<file path="src/decreasing_triple_counter_unit_macros.svh">
// ----------------------------------------------------------------------------
// decreasing triple counter assertion macros
// shared concurrent check forms, clocked and held off while in reset
// ----------------------------------------------------------------------------
`ifndef DECREASING_TRIPLE_COUNTER_UNIT_MACROS_SVH
`define DECREASING_TRIPLE_COUNTER_UNIT_MACROS_SVH

// consequent checked in the same cycle as the antecedent
`define DTC_ASSERT_NOW(label, clk, rst_n, ante, cons, msg) \
    label: assert property (@(posedge clk) disable iff (!(rst_n)) (ante) |-> (cons)) \
        else $error(msg);

// consequent checked in the cycle after the antecedent
`define DTC_ASSERT_NEXT(label, clk, rst_n, ante, cons, msg) \
    label: assert property (@(posedge clk) disable iff (!(rst_n)) (ante) |=> (cons)) \
        else $error(msg);

`endif

</file>
<file path="src/dtc_pkg.sv">
// ----------------------------------------------------------------------------
// dtc_pkg
// shared constants and control types of the decreasing triple counter
// ----------------------------------------------------------------------------
package dtc_pkg;

    // default sizing
    localparam int DTC_MAX_ITEMS  = 1024;
    localparam int DTC_VALUE_BITS = 32;

    // fixed field widths of the channels
    localparam int DTC_IN_VALUE_W = 32;
    localparam int DTC_TOTAL_W    = 28;

    // control bits that travel with an item along the chain
    typedef struct packed {
        logic valid;
        logic last;
        logic dropped;
    } t_ctl;

endpackage

</file>
<file path="src/dtc_cell.sv">
// ----------------------------------------------------------------------------
// dtc_cell
// one slot of the store: holds a kept value and its earlier-greater count,
// updates the passing item and hands it to the next cell
// ----------------------------------------------------------------------------
module dtc_cell #(
    parameter int INDEX      = 0,
    parameter int MAX_ITEMS  = dtc_pkg::DTC_MAX_ITEMS,
    parameter int VALUE_BITS = dtc_pkg::DTC_VALUE_BITS
) (
    input  logic                                  i_clk,
    input  logic                                  i_rst_n,
    input  logic                                  i_en,
    input  dtc_pkg::t_ctl                         i_ctl,
    input  logic [VALUE_BITS-1:0]                 i_val,
    input  logic [$clog2(MAX_ITEMS+1)-1:0]        i_slot,
    input  logic [$clog2(MAX_ITEMS)-1:0]          i_gt,
    input  logic [dtc_pkg::DTC_TOTAL_W-1:0]       i_gain,
    output dtc_pkg::t_ctl                         o_ctl,
    output logic [VALUE_BITS-1:0]                 o_val,
    output logic [$clog2(MAX_ITEMS+1)-1:0]        o_slot,
    output logic [$clog2(MAX_ITEMS)-1:0]          o_gt,
    output logic [dtc_pkg::DTC_TOTAL_W-1:0]       o_gain
);
    import dtc_pkg::*;

    localparam int CW = $clog2(MAX_ITEMS + 1);
    localparam int GW = $clog2(MAX_ITEMS);
    localparam int TW = DTC_TOTAL_W;

    // kept entry, valid only for items whose slot lies above this cell
    logic [VALUE_BITS-1:0] r_sv;
    logic [GW-1:0]         r_sg;

    // item pipeline register
    t_ctl                  r_ctl;
    logic [VALUE_BITS-1:0] r_val;
    logic [CW-1:0]         r_slot;
    logic [GW-1:0]         r_gt;
    logic [TW-1:0]         r_gain;

    logic          w_hit;
    logic          w_store;
    logic [GW-1:0] n_gt;
    logic [TW-1:0] n_gain;
    logic [TW:0]   w_sum;

    // compare against the kept entry and accumulate
    always_comb begin
        w_hit   = i_ctl.valid && (CW'(INDEX) < i_slot) && (r_sv > i_val);
        w_store = i_ctl.valid && (i_slot == CW'(INDEX));
        w_sum   = {1'b0, i_gain} + {{(TW + 1 - GW){1'b0}}, r_sg};
        n_gt    = i_gt;
        n_gain  = i_gain;
        if (w_hit) begin
            n_gt   = i_gt + GW'(1);
            n_gain = w_sum[TW] ? {TW{1'b1}} : w_sum[TW-1:0];
        end
    end

    // item control register
    always_ff @(posedge i_clk) begin
        if (!i_rst_n) begin
            r_ctl <= '0;
        end else if (i_en) begin
            r_ctl <= i_ctl;
        end
    end

    // item payload and kept entry
    always_ff @(posedge i_clk) begin
        if (i_en) begin
            r_val  <= i_val;
            r_slot <= i_slot;
            r_gt   <= n_gt;
            r_gain <= n_gain;
            if (w_store) begin
                r_sv <= i_val;
                r_sg <= i_gt;
            end
        end
    end

    assign o_ctl  = r_ctl;
    assign o_val  = r_val;
    assign o_slot = r_slot;
    assign o_gt   = r_gt;
    assign o_gain = r_gain;

endmodule

</file>
<file path="config.mk">
export PLATFORM = sky130hd
export DESIGN_NAME = dtc_cell
export DESIGN_NICKNAME = d
export VERILOG_FILES = /design/src/decreasing_triple_counter_unit_macros.svh /design/src/dtc_pkg.sv /design/src/dtc_cell.sv
export SDC_FILE = /design/constraint.sdc
export NUM_CORES = 1
export LEC_CHECK = 0
export ABC_AREA = 1
export BUFFER_PORTS_ARGS = -buffer_cell sky130_fd_sc_hd__buf_2
export CAP_MARGIN = 20
export CELL_PAD_IN_SITES_DETAIL_PLACEMENT = 0
export CELL_PAD_IN_SITES_GLOBAL_PLACEMENT = 1
export CORE_ASPECT_RATIO = 0.5
export CORE_MARGIN = 5
export CORE_UTILIZATION = 39
export CTS_CLUSTER_SIZE = 14
export DETAILED_ROUTE_END_ITERATION = 7
export GPL_ROUTABILITY_DRIVEN = 1
export MAX_ROUTING_LAYER = met4
export PLACE_DENSITY = 0.83
export SYNTH_ARGS = -nofsm -noshare
export SYNTH_HDL_FRONTEND = slang
export SYNTH_SLANG_ARGS = --single-unit
export TNS_END_PERCENT = 10
</file>
<file path="constraint.sdc">
create_clock -name i_clk -period 3.2 [get_ports i_clk]
set_input_delay 0.16 -clock i_clk [delete_from_list [all_inputs] [get_ports i_clk]]
set_output_delay 0.16 -clock i_clk [all_outputs]
set_load 0.01 [all_outputs]
</file>
==> results.yml, run 1 <==
power_and_ir_drop:
  total_power_mw: 4.38
  cellPowerDensity_nw_per_um2: 483
  vdd_ir_drop_max_mv: 0.270
  p_leak_nw: 4.34
worst_setup_path:
  rr_startpoint: "r_sg[0]"
  crit_chain: "ha_1 -> fa_1 -> nand3_1 -> nand3_2 -> nand2_1 -> nand2_2 -> nand2_1 -> nand2_2 -> nand2_4 -> nand3_1 -> nand4_1 -> nand2_1"
  path_class: "reg2reg"
  crit_buf_inv: 0
  crit_path_top_delay_cell: "fa_1"
  worstSetupEndpointType: "flop"
  path_common_cell: "nand2_1"
  cpPeakStageDelay_ns: 0.43
  cp-start-kind: "flop"
  worst_ep_required_time_ns: 3.36
  path_delay_family: "simple AND/OR/NAND/NOR gates"
  worst_r2r_path_depth: 12
  r2r_end: "o_gain[11]"
  cp.arrival_ns: 2.58
  r2r_slack_ns: 0.78
  cp_max_fo: 27
final_layout:
  nFillCells: 1612
  final_cell_mix: "242 x nand2_1, 169 x buf_2, 123 x edfxtp_1"
  layout-drive-gt1-share: 0.229
  nets: 1103
  final_core_util: 0.523
  diodes: 0
  area_growth_pct: 31.6
  layout_commonest_cell: "nand2_1"
logic_synthesis:
  ys_seq_area_frac: 0.544
  yosysUniqueCellTypes: 37
  syn_inst: 740
  syn_nets: 871
  synth_edf_count: 123
  syn_area_um2: 6890
  ys_warn_count: 0
  synthArstFlopShare: 0
  ys.flop_type: "edfxtp_1"
  ys_ff_latch: 126
  avgSynthCellArea_um2: 9.32
drt:
  num_vias: 5758
  avgRoutedWirePerCell_um: 15.4
  drcViolationCount: 0
  first_pass_iters: 4
  dr.first_iter.drc_count: 361
  wl_mm: 18.8
  antenna_left: 0
  avgViaCountPerCell: 4.72
min_path:
  hp-class: "in2reg"
  worstHoldPathCells: 1
  min_from: "i_gt[4]"
  hold_end: "r_sg[4]"
sta:
  fin_ws_ns: 0.781
  drv_slew: 0
  finalClockSkew_ns: 0.0117
  slew_headroom: 0.567
  tns_ns: 0
  hold_slack_ns: 0.0118
  hold_viol: 0
  tightestPinTransition_ns: 0.649
  clock.fmax_mhz: 413
  setup_viol: 0
  finalCritPeriodShare: 0.756
  min_period_ns: 2.42
  rsz0062_at_grt: "false"
die:
  ioPinCount: 171
  die_h_um: 104
  initial_core_util: 0.397
  die_area_um2: 20600
  fp-row-count: 34
  dieWidth_um: 198
  core-area_um2: 17400
clocking:
  h-tree-depth: 4
  cts_made_buffers: 17
  clk_pin_slew_ns: 0.06
  cts_root_buf: "clkbuf_16"
  cts.sinks: 126
  cts_tree: "done"
  worstSkewPairLatency_ns: 0.41
  clockBufferDepth: 2
global_routing:
  antenna_found_initial: 0
  grt_max_degree: 51
  first_global_vias: 5790
  overflow: 0
  grt_pass1_wl_mm: 29.6
  gr-usage-all-layers: 0.186
outcome:
  status: "completed"
placed_design:
  hpwl_mm: 13.1
  place_ws_ns: 0.788
  gp_congestion: 0.904
  numPortBuffers: 170
job:
  maxCapViolations: 0
through the flow:
stage | instance area (µm²) | std cells
final | 9070 | 1219
after global routing | 9070 | 1219
after CTS | 9070 | 1219
after detailed placement | 7980 | 1135
after global placement | 7980 | 1135
after floorplan | 6890 | 740
what timing repair did:
action | CTS | global route
endpoints found under the hold margin | 82 | 0
hold buffers | 52 | 0
gates resized for setup | 0 | 0
buffers inserted | 0 | 0
Yosys cell counts, types with 3 or more instances:
master | number | area [µm²]
dfxtp_1 | 3 | 60.1
buf_6 | 6 | 67.6
nand2_1 | 242 | 908
nor2_1 | 45 | 169
nand3_1 | 67 | 335
o21ai_0 | 4 | 20.0
xor2_1 | 8 | 70.1
nand2_2 | 6 | 37.5
xnor2_1 | 6 | 52.6
edfxtp_1 | 123 | 3690
a21oi_1 | 18 | 90.1
buf_2 | 7 | 35.0
nand4_1 | 29 | 181
nand3b_1 | 4 | 30.0
ha_1 | 43 | 538
inv_1 | 98 | 368
nor3_1 | 5 | 25.0
routing by layer:
layer  vias to the layer above  track usage  share of wire
li1                       2938            -              -
met3                        30       0.0298          0.043
met4                         0       0.0639          0.022
met1                      2657        0.240           0.47
met2                       133        0.300           0.47
met5                         -            -              0
how the worst max path moves through the flow:
stage / cells past startpoint / endpoint / slack [ns] / start
6_report: 12 / o_gain[11] / 0.78 / r_sg[0]
3_5_place_dp: 12 / o_gain[11] / 0.79 / r_sg[0]
3_3_place_gp: 12 / o_gain[9] / 0.86 / r_sg[0]
4_1_cts: 12 / o_gain[11] / 0.78 / r_sg[0]
2_1_floorplan: 4 / r_sg[0] / 0.39 / i_slot[1]
5_1_grt: 15 / o_gain[11] / 0.60 / i_val[13]
sequential cells by signal, indices dropped and copies added (netlist names):
| register | flops |
|---|---|
| r_sv | 32 |
| o_gt | 10 |
| o_slot | 11 |
| o_ctl | 3 |
| r_sg | 10 |
| o_val | 32 |
| o_gain | 28 |
power breakdown:
part / total, mW / internal, mW / switching (mW)
clock: 1.90 / 1.09 / 0.810
combinational: 0.548 / 0.225 / 0.323
sequential: 1.93 / 1.91 / 0.0203
final cells by class:
cell class                      instances  area (µm²)  area share
Clock buffer                           17         425      0.0469
Inverter                              101         379      0.0418
Tap cell                              234         293      0.0323
Clock inverter                         15         150      0.0165
Timing Repair Buffer                  227        1410       0.156
Sequential cell                       126        3750       0.414
Multi-Input combinational cell        499        2660       0.293
cells by family (layout without fill, tap and decap cells):
logic type               Yosys count  count (layout)  synth area share
XOR/XNOR                          14              14            0.0178
flip-flops                       126             126             0.544
buffers and inverters            115             360            0.0704
AND/OR/NAND/NOR                  410             410             0.259
adder cells (fa/ha/maj)           44              44            0.0809
AO/OA/AOI/OAI                     31              31            0.0270
No activity file was read; power rests on OpenSTA's default activity.
==> run 2: changes to the inputs <==
--- a/config.mk
+++ b/config.mk
@@ -5,7 +5,7 @@
 export SDC_FILE = /design/constraint.sdc
 export NUM_CORES = 1
 export LEC_CHECK = 0
-export ABC_AREA = 1
+export ABC_AREA = 0
 export BUFFER_PORTS_ARGS = -buffer_cell sky130_fd_sc_hd__buf_2
 export CAP_MARGIN = 20
 export CELL_PAD_IN_SITES_DETAIL_PLACEMENT = 0
@@ -17,7 +17,7 @@
 export DETAILED_ROUTE_END_ITERATION = 7
 export GPL_ROUTABILITY_DRIVEN = 1
 export MAX_ROUTING_LAYER = met4
-export PLACE_DENSITY = 0.83
+export PLACE_DENSITY = 0.81
 export SYNTH_ARGS = -nofsm -noshare
 export SYNTH_HDL_FRONTEND = slang
 export SYNTH_SLANG_ARGS = --single-unit
==> constraint.sdc (replaced) <==
create_clock -name i_clk -period 2.47 [get_ports i_clk]
set_input_delay 0.1235 -clock i_clk [delete_from_list [all_inputs] [get_ports i_clk]]
set_output_delay 0.1235 -clock i_clk [all_outputs]
set_load 0.01 [all_outputs]
==> run 2 against run 1 <==
  * Clock skew up 0.00061 ns
  * Flip-flop and latch count stayed put
  * Largest power group unchanged
  * Worst hold slack better by 0.0043 ns
  * The flow now finishes with violations (setup timing)
  * Highest routed layer unchanged
  * Fmax fell by 7.5%
==> results.yml, run 2 <==
outcome:
  status: "finished, violations left"
  violations: "setup timing"
logic_synthesis:
  yosys-top-cells-count: "123 x edfxtp_1, 43 x ha_1, 37 x inv_1"
  synthArstFlopShare: 0
  ys_ff_latch: 126
  yosysUniqueCellTypes: 52
  synth_top_cell_by_area: "edfxtp_1"
  synth_area_leaders: "edfxtp_1 62%, ha_1 9.1%, a31oi_1 2.8%"
  synth_edf_count: 123
  synth.most_common_cell: "edfxtp_1"
  synth_top_area_frac: 0.625
  ys.flop_type: "edfxtp_1"
  syn_area_um2: 5910
  ys_warn_count: 0
  avgSynthCellArea_um2: 13.4
  ys_seq_area_frac: 0.635
  syn_nets: 571
  syn_inst: 440
worst_setup_path:
  cp_max_fo: 6
  r2r_slack_ns: -0.15
  worst_ep_required_time_ns: 2.62
  cp.arrival_ns: 2.76
  r2r_end: "o_gain[21]"
  cp-start-kind: "flop"
  worstSetupEndpoint: "o_gain[21]"
  worst_r2r_path_depth: 9
  worstSetupEndpointType: "flop"
  path_class: "reg2reg"
  setup.worst_path.start: "r_sv[11]"
  rr_startpoint: "r_sv[11]"
die:
  dieWidth_um: 184
  core-area_um2: 14700
  die_area_um2: 17900
  die_h_um: 97.1
  ioPinCount: 171
  initial_core_util: 0.403
  fp-row-count: 31
min_path:
  hp-class: "in2reg"
  worstHoldPathCells: 2
  min_from: "i_val[30]"
global_routing:
  gr-usage-all-layers: 0.169
  first_global_vias: 4534
  grt_pass1_wl_mm: 23.3
  antenna_found_initial: 1
  overflow: 0
  grt_max_degree: 59
clocking:
  clk_pin_slew_ns: 0.05
  cts_root_buf: "clkbuf_16"
  worstSkewPairLatency_ns: 0.40
  cts_tree: "done"
  cts_made_buffers: 17
  clockBufferDepth: 2
  h-tree-depth: 4
  cts.sinks: 126
drt:
  wl_mm: 15.0
  drcViolationCount: 0
  avgRoutedWirePerCell_um: 16.4
  first_pass_iters: 4
  avgViaCountPerCell: 4.88
  dr.first_iter.drc_count: 228
  num_vias: 4449
  antenna_left: 0
final_layout:
  layout_commonest_cell: "buf_2"
  layout-drive-gt1-share: 0.364
  final_cell_mix: "169 x buf_2, 123 x edfxtp_1, 48 x dlygate4sd3_1"
  area_growth_pct: 42.0
  final_cell_area_um2: 8400
  nFillCells: 1200
  final_core_util: 0.573
  nets: 830
power_and_ir_drop:
  p_leak_nw: 3.57
  cellPowerDensity_nw_per_um2: 647
  seq_power_share: 0.459
  switching_share: 0.223
  power_frac_clock: 0.424
  vdd_ir_drop_max_mv: 0.607
  net-switching-power_mw: 1.21
  p_int_mw: 4.22
  pwr-share-comb: 0.116
placed_design:
  numPortBuffers: 170
  place_area_um2: 7180
  gp_congestion: 0.828
  hpwl_mm: 10.4
sta:
  rsz0062_at_grt: "true"
  hold_viol: 0
  min_period_ns: 2.62
  clock.fmax_mhz: 382
  tightestPinTransition_ns: 0.781
  setup_viol: 34
  slew_headroom: 0.479
  drv_slew: 0
  finalCritPeriodShare: 1.06
  finalClockSkew_ns: 0.0123
  fin_ws_ns: -0.147
job:
  maxCapViolations: 0
## run 2: repair_timing
item | in CTS | in global routing
endpoints found under the setup margin | 37 | 38
hold endpoints to repair | 74 | 0
resized for setup | 14 | 12
hold buffers | 48 | 0
pin swaps | 11 | 9
buffers inserted | 5 | 1
## run 2: per-stage QoR
stage / total power [mW] / cells / worst slack (ns) / TNS (ns) / hold WS, ns
after global routing: 5.65 / 911 / -0.256 / -6.18 / 0.00823
after floorplan: 2.77 / 440 / -0.0875 / -0.902 / 0.222
after global placement: 3.07 / 824 / -0.105 / -1.41 / 0.314
after CTS: 5.47 / 909 / -0.0564 / -0.377 / 0.00195
after detailed placement: 3.09 / 824 / -0.206 / -3.80 / 0.319
final: 5.43 / 911 / -0.147 / -1.60 / 0.0161
## run 2: how the worst min path moves through the flow
stage,slack (ns),endpoint
after global placement,0.31,o_slot[7]
after floorplan,0.22,o_slot[0]
after detailed placement,0.32,o_slot[9]
after CTS,0.002,o_val[31]
final,0.02,r_sv[30]
after global routing,0.008,o_val[29]
## run 2: logic make-up after synthesis
family | synth area share
AO/OA/AOI/OAI | 0.0965
XOR/XNOR | 0.0252
adder cells (fa/ha/maj) | 0.0944
buffers and inverters | 0.0345
flip-flops | 0.635
multiplexers | 0.0135
AND/OR/NAND/NOR | 0.101
## run 2: critical path, cell delays in order (launching register included)
cell and delay [ns]:
edfxtp_1 0.43, ha_4 0.30, nand4_1 0.15, nor4_2 0.35, inv_1 0.07, o311a_1 0.36, o31a_4 0.16, buf_6 0.14
nand4_1 0.10, mux2_4 0.30
## run 2: layout make-up
class | count | area, µm² | area share
multi-input cells | 266 | 2080 | 0.248
clock buffers | 25 | 485 | 0.0578
clock inverters | 7 | 62.6 | 0.00745
diodes | 1 | 2.50 | 0.000298
well taps | 198 | 248 | 0.0295
inverters | 37 | 139 | 0.0165
repair buffers | 251 | 1620 | 0.193
flip-flops and latches | 126 | 3750 | 0.447
## run 2: power groups by stage
stage | clock network [mW] | registers [mW] | logic (mW)
3_5_place_dp | 0 | 2.54 | 0.548
3_3_place_gp | 0 | 2.53 | 0.539
4_1_cts | 2.35 | 2.50 | 0.624
2_1_floorplan | 0 | 2.60 | 0.178
5_1_grt | 2.45 | 2.50 | 0.691
6_report | 2.30 | 2.49 | 0.631
## run 2: per-layer routing
layer,vias up,share of wire,GRT usage
li1,2223,-,-
met1,2118,0.43,0.204
met5,-,0,-
met2,102,0.52,0.290
met3,6,0.045,0.0307
met4,0,0.0058,0.0500
