**config.mk**
```make
export PLATFORM = sky130hd
export DESIGN_NAME = dtc_acc_flat
export DESIGN_NICKNAME = d
export VERILOG_FILES = /design/src/decreasing_triple_counter_unit_macros.svh /design/src/dtc_pkg.sv /design/src/dtc_if.sv /design/src/dtc_acc.sv /design/src/flat_wrapper.sv
export SDC_FILE = /design/constraint.sdc
export NUM_CORES = 1
export LEC_CHECK = 0
export ABC_AREA = 0
export ABC_CLOCK_PERIOD_IN_PS = 4900
export BUFFER_PORTS_ARGS = -buffer_cell sky130_fd_sc_hd__buf_4
export CORE_MARGIN = 8
export CORE_UTILIZATION = 35
export DETAILED_ROUTE_END_ITERATION = 6
export GPL_TIMING_DRIVEN = 0
export PLACE_DENSITY = 0.52
export SYNTH_ARGS = -nofsm -noshare
export SYNTH_HDL_FRONTEND = slang
export SYNTH_SLANG_ARGS = --single-unit
```
**constraint.sdc**
```tcl
create_clock -name i_clk -period 4.9 [get_ports i_clk]
set_input_delay 0.735 -clock i_clk [delete_from_list [all_inputs] [get_ports i_clk]]
set_output_delay 0.735 -clock i_clk [all_outputs]
set_load 0.01 [all_outputs]
```
**src/decreasing_triple_counter_unit_macros.svh**
```systemverilog
// ----------------------------------------------------------------------------
// decreasing triple counter assertion macros
// shared concurrent check forms, clocked and held off while in reset
// ----------------------------------------------------------------------------
`ifndef DECREASING_TRIPLE_COUNTER_UNIT_MACROS_SVH
`define DECREASING_TRIPLE_COUNTER_UNIT_MACROS_SVH

// consequent checked in the same cycle as the antecedent
`define DTC_ASSERT_NOW(label, clk, rst_n, ante, cons, msg) \
    label: assert property (@(posedge clk) disable iff (!(rst_n)) (ante) |-> (cons)) \
        else $error(msg);

// consequent checked in the cycle after the antecedent
`define DTC_ASSERT_NEXT(label, clk, rst_n, ante, cons, msg) \
    label: assert property (@(posedge clk) disable iff (!(rst_n)) (ante) |=> (cons)) \
        else $error(msg);

`endif

```
**src/dtc_pkg.sv**
```systemverilog
// ----------------------------------------------------------------------------
// dtc_pkg
// shared constants and control types of the decreasing triple counter
// ----------------------------------------------------------------------------
package dtc_pkg;

    // default sizing
    localparam int DTC_MAX_ITEMS  = 1024;
    localparam int DTC_VALUE_BITS = 32;

    // fixed field widths of the channels
    localparam int DTC_IN_VALUE_W = 32;
    localparam int DTC_TOTAL_W    = 28;

    // control bits that travel with an item along the chain
    typedef struct packed {
        logic valid;
        logic last;
        logic dropped;
    } t_ctl;

endpackage

```
**src/dtc_if.sv**
```systemverilog


interface dtc_out_if;
    logic                           valid;
    logic                           ready;
    logic [dtc_pkg::DTC_TOTAL_W-1:0] triple_total;
    logic                           overflowed;
    logic                           is_final;

    modport source (output valid, output triple_total, output overflowed,
                    output is_final, input ready);
    modport sink   (input valid, input triple_total, input overflowed,
                    input is_final, output ready);
endinterface

```
**src/dtc_acc.sv**
```systemverilog
// ----------------------------------------------------------------------------
// dtc_acc
// end of the chain: adds each item's gain into the running total and holds
// the result register
// ----------------------------------------------------------------------------
module dtc_acc (
    input  logic                            i_clk,
    input  logic                            i_rst_n,
    input  logic                            i_en,
    input  dtc_pkg::t_ctl                   i_ctl,
    input  logic [dtc_pkg::DTC_TOTAL_W-1:0] i_gain,
    dtc_out_if.source                       o_out
);
    import dtc_pkg::*;

    localparam int TW = DTC_TOTAL_W;

    logic          r_seen;
    logic [TW-1:0] r_total;
    logic          r_ovalid;
    logic [TW-1:0] r_otot;
    logic          r_oovf;
    logic          r_ofin;

    logic [TW:0]   w_sum;
    logic [TW-1:0] n_total;
    logic          n_seen;

    // saturating add, skipped for dropped items
    always_comb begin
        w_sum   = {1'b0, r_total} + {1'b0, i_gain};
        n_total = r_total;
        if (!i_ctl.dropped) begin
            n_total = w_sum[TW] ? {TW{1'b1}} : w_sum[TW-1:0];
        end
        n_seen = r_seen | i_ctl.dropped;
    end

    // sequence state and result valid
    always_ff @(posedge i_clk) begin
        if (!i_rst_n) begin
            r_total  <= '0;
            r_seen   <= 1'b0;
            r_ovalid <= 1'b0;
        end else if (i_en) begin
            r_ovalid <= i_ctl.valid;
            if (i_ctl.valid) begin
                r_total <= i_ctl.last ? '0 : n_total;
                r_seen  <= i_ctl.last ? 1'b0 : n_seen;
            end
        end
    end

    // result payload
    always_ff @(posedge i_clk) begin
        if (i_en && i_ctl.valid) begin
            r_otot <= n_total;
            r_oovf <= n_seen;
            r_ofin <= i_ctl.last;
        end
    end

    assign o_out.valid        = r_ovalid;
    assign o_out.triple_total = r_otot;
    assign o_out.overflowed   = r_oovf;
    assign o_out.is_final     = r_ofin;

endmodule

```
**src/flat_wrapper.sv**
```systemverilog
// flat-port wrapper written by rule: the top's interface ports become plain ports
module dtc_acc_flat import dtc_pkg::*;
  (i_clk, i_rst_n, i_en, i_ctl, i_gain, o_out_valid, o_out_triple_total, o_out_overflowed, o_out_is_final, o_out_ready);
  dtc_out_if o_out_i ();
  input  logic i_clk;
  input  logic i_rst_n;
  input  logic i_en;
  input  dtc_pkg::t_ctl i_ctl;
  input  logic [dtc_pkg::DTC_TOTAL_W-1:0] i_gain;
  output wire logic [$bits(o_out_i.valid)-1:0] o_out_valid;
  output wire logic [$bits(o_out_i.triple_total)-1:0] o_out_triple_total;
  output wire logic [$bits(o_out_i.overflowed)-1:0] o_out_overflowed;
  output wire logic [$bits(o_out_i.is_final)-1:0] o_out_is_final;
  input wire logic [$bits(o_out_i.ready)-1:0] o_out_ready;
  assign o_out_valid = o_out_i.valid;
  assign o_out_triple_total = o_out_i.triple_total;
  assign o_out_overflowed = o_out_i.overflowed;
  assign o_out_is_final = o_out_i.is_final;
  assign o_out_i.ready = o_out_ready;
  dtc_acc u_core (.i_clk(i_clk), .i_rst_n(i_rst_n), .i_en(i_en), .i_ctl(i_ctl), .i_gain(i_gain), .o_out(o_out_i));
endmodule
```
==> key figures, run 1 <==
Clock network
  • CTS H-Tree Depth: 3
  • CTS tree: built
  • Root buf cell: clkbuf_16
  • Clock Path Buffers: 2
  • Hold_buf cts: 0
  • Post-CTS sizing: 0
  • Clk slew on worst S/H paths: approximately 0.06 ns
  • Post-CTS setup buffer count: 0
  • Cts bufs inserted: 9
  • CTS sink cnt: 60
  • Clock latency on the worst-skew pair: 0.33 ns

Timing
  • Layout Skew: around 0.0067 ns
  • Slew at the pin closest to its max-slew limit: 0.735 ns
  • Min Tclk post-route: between 3 and 4 ns
  • RSZ-0062 raised after global routing: no
  • Slew margin rel.: roughly half
  • Final setup margin: 1.44 ns
  • Period Utilization, post-route: a little over two thirds
  • Min Hold Slack: ~0.49 ns
  • Endpoints failing hold: 0
  • Setup Total Neg Slack: 0 ns
  • Final number of setup-violating endpoints: 0
  • F_max: 289 MHz
  • Slew Limit Fails: 0

Setup path
  • Critical path arrival: between 3 and 4 ns
  • Required time of the critical path: between 4 and 5 ns
  • CP endpoint kind: flip-flop
  • Worst Path Class, Setup: in -> reg
  • Crit Path Max Fanout: 10
  • CP Launch Type: primary input

Final layout
  • Multi-input gate area: about 2200 µm²
  • Share of cells above drive strength 1: about 26%
  • # diodes: 0
  • Post-route insts no fill: ~650
  • Final net count: around 560
  • Most common cell after layout, fill and taps aside: buf_4
  • Fillers: around 1100
  • Final instance area: 4980 µm²
  • Most frequent cells in the layout: 64 x buf_4, 46 x a21oi_1, 31 x inv_1
  • Synth-to-Final Area Change: 25.2%
  • Seq. cell area: approximately 1500 µm²

Logic synthesis
  • Yosys warning total: 0
  • Post-synth ARST share: 0%
  • #FFs+latches synth: 60
  • Register area share after synthesis: 37.8%
  • Post-synth cell types: 55
  • Net Count, Synth: roughly 490
  • Post-synth EDFFs: 30
  • Cells after Synth: between 400 and 500
  • Predominant post-synthesis flop cell: edfxtp_1
  • Synthesized area: 3980 µm²
  • Mean Syn Cell Area: 9.40 µm²

Place
  • Placed inst area: between 4000 and 5000 µm²
  • DP Wirelength: 8.21 mm
  • Placed insts: 630
  • Port buffer count: 63
  • Placement Setup Slack: between 1 and 1.5 ns
  • GPL Wtd Cong: between 0.8 and 0.9

Floorplanning
  • Die X: 123 µm
  • Starting Density: 35.3%
  • I/O pin cnt: 66
  • Die Span Y: 123 µm
  • Core area: between 10000 and 15000 µm²
  • Die area: between 15000 and 20000 µm²
  • Row count: 39

Route
  • WL/cell: around 17 µm
  • Vias per cell: approximately 5.2
  • Number of routed nets with antenna violations: 0
  • Starting DRT DRC Count: about 190
  • Drt drc: 0
  • Routed via count: between 3000 and 4000
  • Total Wirelength: approximately 11 mm
  • 1st-pass router iterations: 4

Global routing
  • Initial antenna violation count: 0
  • Global-route wire length before repair: 17.5 mm
  • Total GRT Usage: between 15 and 20%
  • Overflow after GRT: 0
  • Largest net degree at the start of global routing: 24
  • Number of global-route vias before repair: roughly 3400

Run status
  • Status: complete, no violations

Job
  • Max-cap viol count: 0

Hold path
  • HP Class: reg -> reg

Pwr
  • Leak pwr: between 0.002 and 0.0025 µW
  • Peak supply drop: about 0.16 mV
  • Power per Cell Area: 302 nW/µm²
-- flip-flops by register name (all words and copies together), names as in the netlist --
signal	count
u_core.r_seen	1
u_core.o_out.valid	1
u_core.r_total	28
u_core.o_out.triple_total	28
u_core.o_out.overflowed	1
u_core.o_out.is_final	1
-- cell type report --
class / count / area share [%]
multi-input combinational: 316 / 45.2
inverter: 32 / 2.41
clock buffer: 9 / 4.52
sequential: 60 / 30.2
buffer: 15 / 2.24
timing repair buffer: 64 / 10.1
tap: 143 / 3.59
clock inverter: 7 / 1.84
-- worst max-delay path, stage by stage --
cell and delay (ns):
buf_4 0.11, ha_1 0.23, fa_1 0.46, a211oi_2 0.34
o211ai_2 0.13, and2_4 0.20, o21ai_2 0.20, a211o_1 0.20
a211oi_2 0.09, or2_4 0.28, buf_12 0.15, buf_6 0.15
a21oi_2 0.16, a21oi_1 0.06
-- power breakdown --
part | switching, µW | leakage (µW) | internal, µW
combinational | 151 | 0.00136 | 109
clock | 239 | 0.000145 | 442
sequential | 8.86 | 0.000528 | 553
total | 399 | 0.00204 | 1100
-- cells in the mapped netlist (all sizes together) (8+ instances only) --
| cell type | n | share of area, % |
|---|---|---|
| nand2 | 30 | 2.8 |
| inv | 31 | 2.9 |
| a21o | 11 | 2.1 |
| o221ai | 8 | 3.0 |
| a22oi | 12 | 2.6 |
| xnor2 | 17 | 3.7 |
| dfxtp | 30 | 15 |
| nor2 | 26 | 2.6 |
| buf | 8 | 2.1 |
| o21ai | 51 | 6.9 |
| edfxtp | 30 | 23 |
| ha | 28 | 8.8 |
| a211oi | 9 | 2.2 |
| a21oi | 58 | 8.4 |
-- metal layers --
metal	vias to the layer above	wire (µm)	GRT usage [%]
met5	-	0	0
met3	10	538	2.99
met2	72	4960	23.6
li1	1720	-	-
met4	0	132	5.56
met1	1574	5340	20.1
-- worst paths after layout --
kind / from / endpoint / slack [ns] / depth (start not counted)
worst max-delay path: i_gain[0] / u_core.o_out.triple_total[23] / 1.44 / 14
worst min-delay path: u_core.r_total[13] / u_core.r_total[13] / 0.49 / 2
worst max register to register: u_core.r_total[0] / u_core.o_out.triple_total[23] / 1.65 / 13
worst min register to register: u_core.r_total[13] / u_core.r_total[13] / 0.49 / 2
-- kinds of logic (layout without fill, tap and decap cells) --
kind of cell    count (synthesis)  after routing  synth area share, %
simple gates                   80             80                 9.22
mux                             2              2                0.535
flops                          60             60                 37.8
xor+xnor                       24             24                 5.29
compound gates                181            181                 32.1
fa+ha+maj                      29             29                 9.31
buf+inv                        47            127                 5.82
-- metrics by stage --
step,util [%],total power [µW]
after global routing,44.2,1570
final,44.2,1500
after global placement,41.1,828
after CTS,44.1,1520
after detailed placement,41.3,833
after floorplan,-,740
No activity file was read; power rests on OpenSTA's default activity.
==> run 2: changes to the inputs <==
ABC_CLOCK_PERIOD_IN_PS = 3000   (was 4900)
PLACE_DENSITY = 0.54   (was 0.52)
clock period = 3 ns   (was 4.9 ns; I/O delays follow)
==> run 2 against run 1 <==
Net effect: sequential share of layout area shrank 0.61 points; global-route usage grew 0.078 points; register-to-register slack lost 1.6 ns; largest cell class unchanged; highest routed layer unchanged.
==> key figures, run 2 (synthesis gave the netlist of run 1 again) <==
Route
  • WL/cell: approximately 17 µm
  • Starting DRT DRC Count: between 150 and 200
  • Drt drc: 0
  • Vias per cell: approximately 5.3
  • Number of routed nets with antenna violations: 0
  • Routed via count: roughly 3500
  • Total Wirelength: 11.0 mm
  • 1st-pass router iterations: 4

Clock network
  • Clk slew on worst S/H paths: around 0.06 ns
  • Clock Path Buffers: 2
  • Cts bufs inserted: 9
  • CTS H-Tree Depth: 3
  • CTS tree: built
  • Root buf cell: clkbuf_16
  • Clock latency on the worst-skew pair: roughly 0.34 ns
  • CTS sink cnt: 60
  • Hold_buf cts: 0

Setup path
  • Worst path cell trace: ha_4 -> fa_2 -> a211oi_4 -> o211ai_2 -> and2_4 -> o21ai_4 -> a211o_1 -> a211oi_4 -> or2_4 -> buf_12 -> buf_8 -> a21oi_4 -> a21oi_1
  • Required time of the critical path: 3.05 ns
  • Reg-to-reg endpoint: u_core.o_out.triple_total[23]
  • R2r setup slk: 0.09 ns
  • Critical path arrival: 2.96 ns
  • CP endpoint kind: flip-flop
  • Worst R2R Path Depth: 13
  • Critical path's top delay family: compound AO/OA/AOI/OAI gates
  • CP Launch Type: flip-flop
  • Most frequent cell on the critical path: a211oi_4
  • Worst Path Class, Setup: reg -> reg
  • Worst path max stage delay: 0.38 ns
  • CP Buf/Inv Count: 2
  • Crit Path Max Fanout: 10
  • Slowest library cell on the worst path: fa_2
  • Reg-to-Reg Start: u_core.r_total[0]

Hold path
  • Cell count of the worst hold path: 1
  • Hold endpoint: u_core.o_out.is_final
  • Worst hold start: i_ctl[1]
  • HP Class: in -> reg

Timing
  • Slew margin rel.: 49.3%
  • Slew at the pin closest to its max-slew limit: 0.756 ns
  • F_max: between 300 and 400 MHz
  • Period Utilization, post-route: between 90% and 100%
  • Layout Skew: ~0.010 ns
  • Min Tclk post-route: around 2.9 ns
  • Setup Total Neg Slack: 0 ns
  • Endpoints failing hold: 0
  • Slew Limit Fails: 0
  • RSZ-0062 raised after global routing: no
  • Min Hold Slack: 0.333 ns
  • Final number of setup-violating endpoints: 0
  • Final setup margin: roughly 0.094 ns

Place
  • GPL Wtd Cong: between 0.8 and 0.9
  • Placed insts: between 600 and 700
  • Placement Setup Slack: -0.424 ns
  • Port buffer count: 63
  • DP Wirelength: slightly above 8 mm

Floorplanning
  • Core area: between 10000 and 15000 µm²
  • Starting Density: around a third
  • Die Span Y: 123 µm
  • Die X: around 120 µm
  • Row count: 39
  • I/O pin cnt: between 60 and 70
  • Die area: between 15000 and 20000 µm²

Job
  • Max-cap viol count: 0

Final layout
  • # diodes: 0
  • Post-route insts no fill: 650
  • Share of cells above drive strength 1: a little over a quarter
  • Final Core Density: a little under half
  • Synth-to-Final Area Change: 27.9%
  • Final net count: approximately 570
  • Most common cell after layout, fill and taps aside: buf_4
  • Fillers: between 1000 and 1500
  • Most frequent cells in the layout: 68 x buf_4, 46 x a21oi_1, 31 x inv_1

Run status
  • Status: complete, no violations

Pwr
  • Peak supply drop: roughly 0.26 mV
  • P_int: between 1500 and 2000 µW
  • Seq pwr share: 37.2%
  • Power per Cell Area: 485 nW/µm²
  • Sw frac: between 20% and 30%
  • Leak pwr: approximately 0.0021 µW
  • Clock group share of total power: around 45%
  • Psw: 679 µW
  • Combinational power share: roughly 18%

Global routing
  • Largest net degree at the start of global routing: 25
  • Number of global-route vias before repair: ~3500
  • Global-route wire length before repair: approximately 18 mm
  • Total GRT Usage: 15.1%
  • Overflow after GRT: 0
  • Initial antenna violation count: 0
[run 2: cell count changes in the layout (fill, tap and decap cells not counted), sizes merged]
cell      before  now
clkbuf        16   17
buf           72   76
clkinv         3    4
bufinv         2    1
clkinvlp       3    2
[run 2: per-stage QoR]
step / total power (µW) / cell area, µm²
4_1_cts: 2470 / 5010
3_5_place_dp: 1360 / 4660
3_3_place_gp: 1350 / 4630
5_1_grt: 2570 / 5080
6_report: 2460 / 5080
2_1_floorplan: 1210 / 3980
[run 2: layout make-up]
class | instances | area, µm² | share of cell area (%)
Clock buffer | 10 | 250 | 4.92
Multi-Input combinational cell | 316 | 2320 | 45.5
Sequential cell | 60 | 1500 | 29.6
Timing Repair Buffer | 68 | 531 | 10.4
Clock inverter | 6 | 71.3 | 1.40
Inverter | 32 | 120 | 2.36
Tap cell | 143 | 179 | 3.52
Buffer | 15 | 115 | 2.26
[run 2: power by group through the flow]
| stage | clock [µW] | sequential (µW) | combinational [µW] |
|---|---|---|---|
| 2_1_floorplan | 0 | 945 | 264 |
| 4_1_cts | 1120 | 918 | 431 |
| 5_1_grt | 1160 | 921 | 485 |
| 3_3_place_gp | 0 | 935 | 417 |
| 3_5_place_dp | 0 | 935 | 424 |
| 6_report | 1110 | 918 | 440 |
[run 2: per-layer routing]
| metal | vias up | routed length [µm] | track usage [%] |
|---|---|---|---|
| li1 | 1730 | - | - |
| met1 | 1642 | 5240 | 20.2 |
| met2 | 76 | 4990 | 23.7 |
| met3 | 9 | 656 | 3.54 |
| met4 | 0 | 127 | 4.95 |
| met5 | - | 0 | 0 |
[run 2: repair_timing]
action	in CTS	in global routing
setup endpoints to repair	39	42
buffers inserted	2	2
pin swaps	4	5
gates resized for setup	4	10
[run 2: worst reg2reg max path, stage by stage, from the launching register on]
cell and delay [ns]:
dfxtp_2 0.33, ha_4 0.17, fa_2 0.38, a211oi_4 0.28
o211ai_2 0.11, and2_4 0.17, o21ai_4 0.15, a211o_1 0.21
a211oi_4 0.09, or2_4 0.26, buf_12 0.15, buf_8 0.15
a21oi_4 0.12, a21oi_1 0.06
[run 2: worst max-delay path by stage]
stage / startpoint / slack, ns / endpoint / cells after the start
final: u_core.r_total[0] / 0.09 / u_core.o_out.triple_total[23] / 13
after global routing: u_core.r_total[0] / 0.006 / u_core.o_out.triple_total[23] / 13
after CTS: u_core.r_total[0] / 0.0004 / u_core.o_out.triple_total[23] / 13
after detailed placement: i_gain[0] / -0.42 / u_core.o_out.triple_total[23] / 14
after global placement: i_en / -0.52 / u_core.r_total[1] / 8
after floorplan: i_gain[0] / 0.006 / u_core.o_out.triple_total[9] / 13
==> run 3: changes to the inputs <==
CELL_PAD_IN_SITES_DETAIL_PLACEMENT = 1   (was not set)
CELL_PAD_IN_SITES_GLOBAL_PLACEMENT = 1   (was not set)
PLACE_DENSITY = 0.68   (was 0.54)
==> run 3 against run 2 <==
Net effect: combinational power increased by 6.4%; hold slack better by 0.016 ns; register-to-register slack worse by 0.07 ns; non-clock buffer count up 8; first-iteration DRC count down 9.1%; sequential share of layout area shrank 0.34 points; sequential power is essentially flat; cell count up 1.2%; worst setup slack lost 0.074 ns; clock power decreased by 13%; critical path depth did not move; die area unchanged; critical path type unchanged.
==> key figures, run 3 (synthesis gave the netlist of run 1 again) <==
Route
  • Drt drc: 0
  • Starting DRT DRC Count: 160
  • 1st-pass router iterations: 4
  • Total Wirelength: roughly 12 mm
  • Vias per cell: ~5.4
  • Routed via count: about 3500
  • WL/cell: 18.4 µm
  • Number of routed nets with antenna violations: 0

Timing
  • RSZ-0062 raised after global routing: yes
  • Layout Skew: 0.00459 ns
  • Final number of setup-violating endpoints: 0
  • Slew at the pin closest to its max-slew limit: ~0.84 ns
  • Final setup margin: approximately 0.020 ns
  • Period Utilization, post-route: 99.3%
  • Endpoints failing hold: 0
  • F_max: between 300 and 400 MHz
  • Slew Limit Fails: 0
  • Slew margin rel.: a little over two fifths
  • Min Tclk post-route: 2.98 ns

Clock network
  • Clock Path Buffers: 2
  • Clock latency on the worst-skew pair: about 0.33 ns
  • CTS tree: built
  • CTS H-Tree Depth: 3
  • CTS sink cnt: 60
  • Hold_buf cts: 0
  • Clk slew on worst S/H paths: around 0.050 ns
  • Root buf cell: clkbuf_16
  • Cts bufs inserted: 9

Final layout
  • Fillers: about 1300
  • Most common cell after layout, fill and taps aside: buf_4
  • Share of cells above drive strength 1: between 20% and 30%
  • # diodes: 0
  • Synth-to-Final Area Change: 29.4%
  • Final instance area: between 5000 and 6000 µm²
  • Final net count: ~570
  • Most frequent cells in the layout: 76 x buf_4, 46 x a21oi_1, 31 x inv_1

Place
  • Placement Setup Slack: -0.445 ns
  • Port buffer count: 63
  • DP Wirelength: between 8 and 9 mm
  • Placed inst area: 4660 µm²
  • GPL Wtd Cong: between 0.8 and 0.9

Setup path
  • Crit Path Max Fanout: 10
  • CP Launch Type: flip-flop
  • Worst Path Class, Setup: reg -> reg
  • Required time of the critical path: between 3 and 4 ns
  • Critical path arrival: roughly 3.0 ns
  • Slowest library cell on the worst path: fa_2
  • CP endpoint kind: flip-flop
  • Worst path cell trace: ha_4 -> fa_2 -> a211oi_4 -> o211ai_2 -> and2_4 -> o21ai_4 -> a211o_1 -> a211oi_4 -> or2_4 -> buf_12 -> buf_12 -> a21oi_4 -> a21oi_1
  • Worst path max stage delay: 0.37 ns

Global routing
  • Number of global-route vias before repair: 3715
  • Global-route wire length before repair: just under 20 mm
  • Initial antenna violation count: 0
  • Total GRT Usage: about 17%
  • Largest net degree at the start of global routing: 25
  • Overflow after GRT: 0

Pwr
  • Peak supply drop: between 0.2 and 0.25 mV
  • Power per Cell Area: 458 nW/µm²
  • Final Total Pwr: about 2400 µW
  • Leak pwr: 0.00210 µW

Floorplanning
  • I/O pin cnt: 66
  • Row count: 39
  • Core area: between 10000 and 15000 µm²
  • Die X: ~120 µm
  • Starting Density: a little over a third
  • Die Span Y: between 100 and 150 µm
  • Die area: around 15000 µm²

Run status
  • Status: complete, no violations

Job
  • Max-cap viol count: 0

Hold path
  • HP Class: in -> reg
## run 3: cell types whose count changed in the layout (fill, tap and decap cells not counted), moves of 2 or more
cell        change
nor2_1          -9
buf_4           +8
nor2_2          +7
clkbuf_1        +3
clkinv_4        -3
clkbuf_8        +2
clkinv_2        +2
clkinvlp_4      -2
nor2_4          +2
o21ai_0         -2
o21ai_1         +2
## run 3: power breakdown
part	total, µW	switching (µW)	leakage [µW]	internal [µW]
clock	968	366	0.000137	602
combinational	468	271	0.00143	196
sequential	919	15.2	0.000529	904
total	2350	652	0.00210	1700
## run 3: worst paths after layout
check | startpoint | end | slack [ns] | depth (start not counted)
worst max-delay path | u_core.r_total[0] | u_core.o_out.triple_total[23] | 0.02 | 13
worst min-delay path | i_ctl[1] | u_core.o_out.is_final | 0.35 | 1
worst max register to register | u_core.r_total[0] | u_core.o_out.triple_total[23] | 0.02 | 13
worst min register to register | u_core.o_out.valid | u_core.o_out.valid | 0.48 | 2
## run 3: routing by layer
metal  track usage, %  up-vias  wire length [µm]
met1             21.6     1726              5740
li1                 -     1745                 -
met3             3.22       10               557
met5                0        -                 0
met4             6.47        0               163
met2             26.6       66              5650
## run 3: critical path, delay by kind of cell (launching register included)
family	cells	cell delay [ns]
compound gates	7	1.06
fa+ha+maj	2	0.54
simple gates	2	0.47
flops	1	0.33
buf+inv	2	0.29
## run 3: what timing repair did
action,4_1_cts,5_1_grt
pin swaps,6,10
endpoints found under the setup margin,39,46
setup buffers,2,10
gates resized for setup,7,24
## run 3: stage by stage
step           hold slack, ns  TNS [ns]  utilization [%]  instances
3_3_place_gp            0.471    -19.19             41.1        629
2_1_floorplan           0.453         0                -        423
5_1_grt                 0.343     -1.11             45.6        658
6_report                0.349         0             45.6        658
4_1_cts                 0.337         0             44.2        648
3_5_place_dp            0.486    -16.37             41.3        630
## run 3: final cells by class
class	instances	area, µm²	share of cell area [%]
inverters	32	120	2.33
flip-flops and latches	60	1500	29.2
clock buffers	14	264	5.13
multi-input cells	316	2350	45.8
clock inverters	2	10.0	0.195
repair buffers	76	591	11.5
plain buffers	15	124	2.41
well taps	143	179	3.48
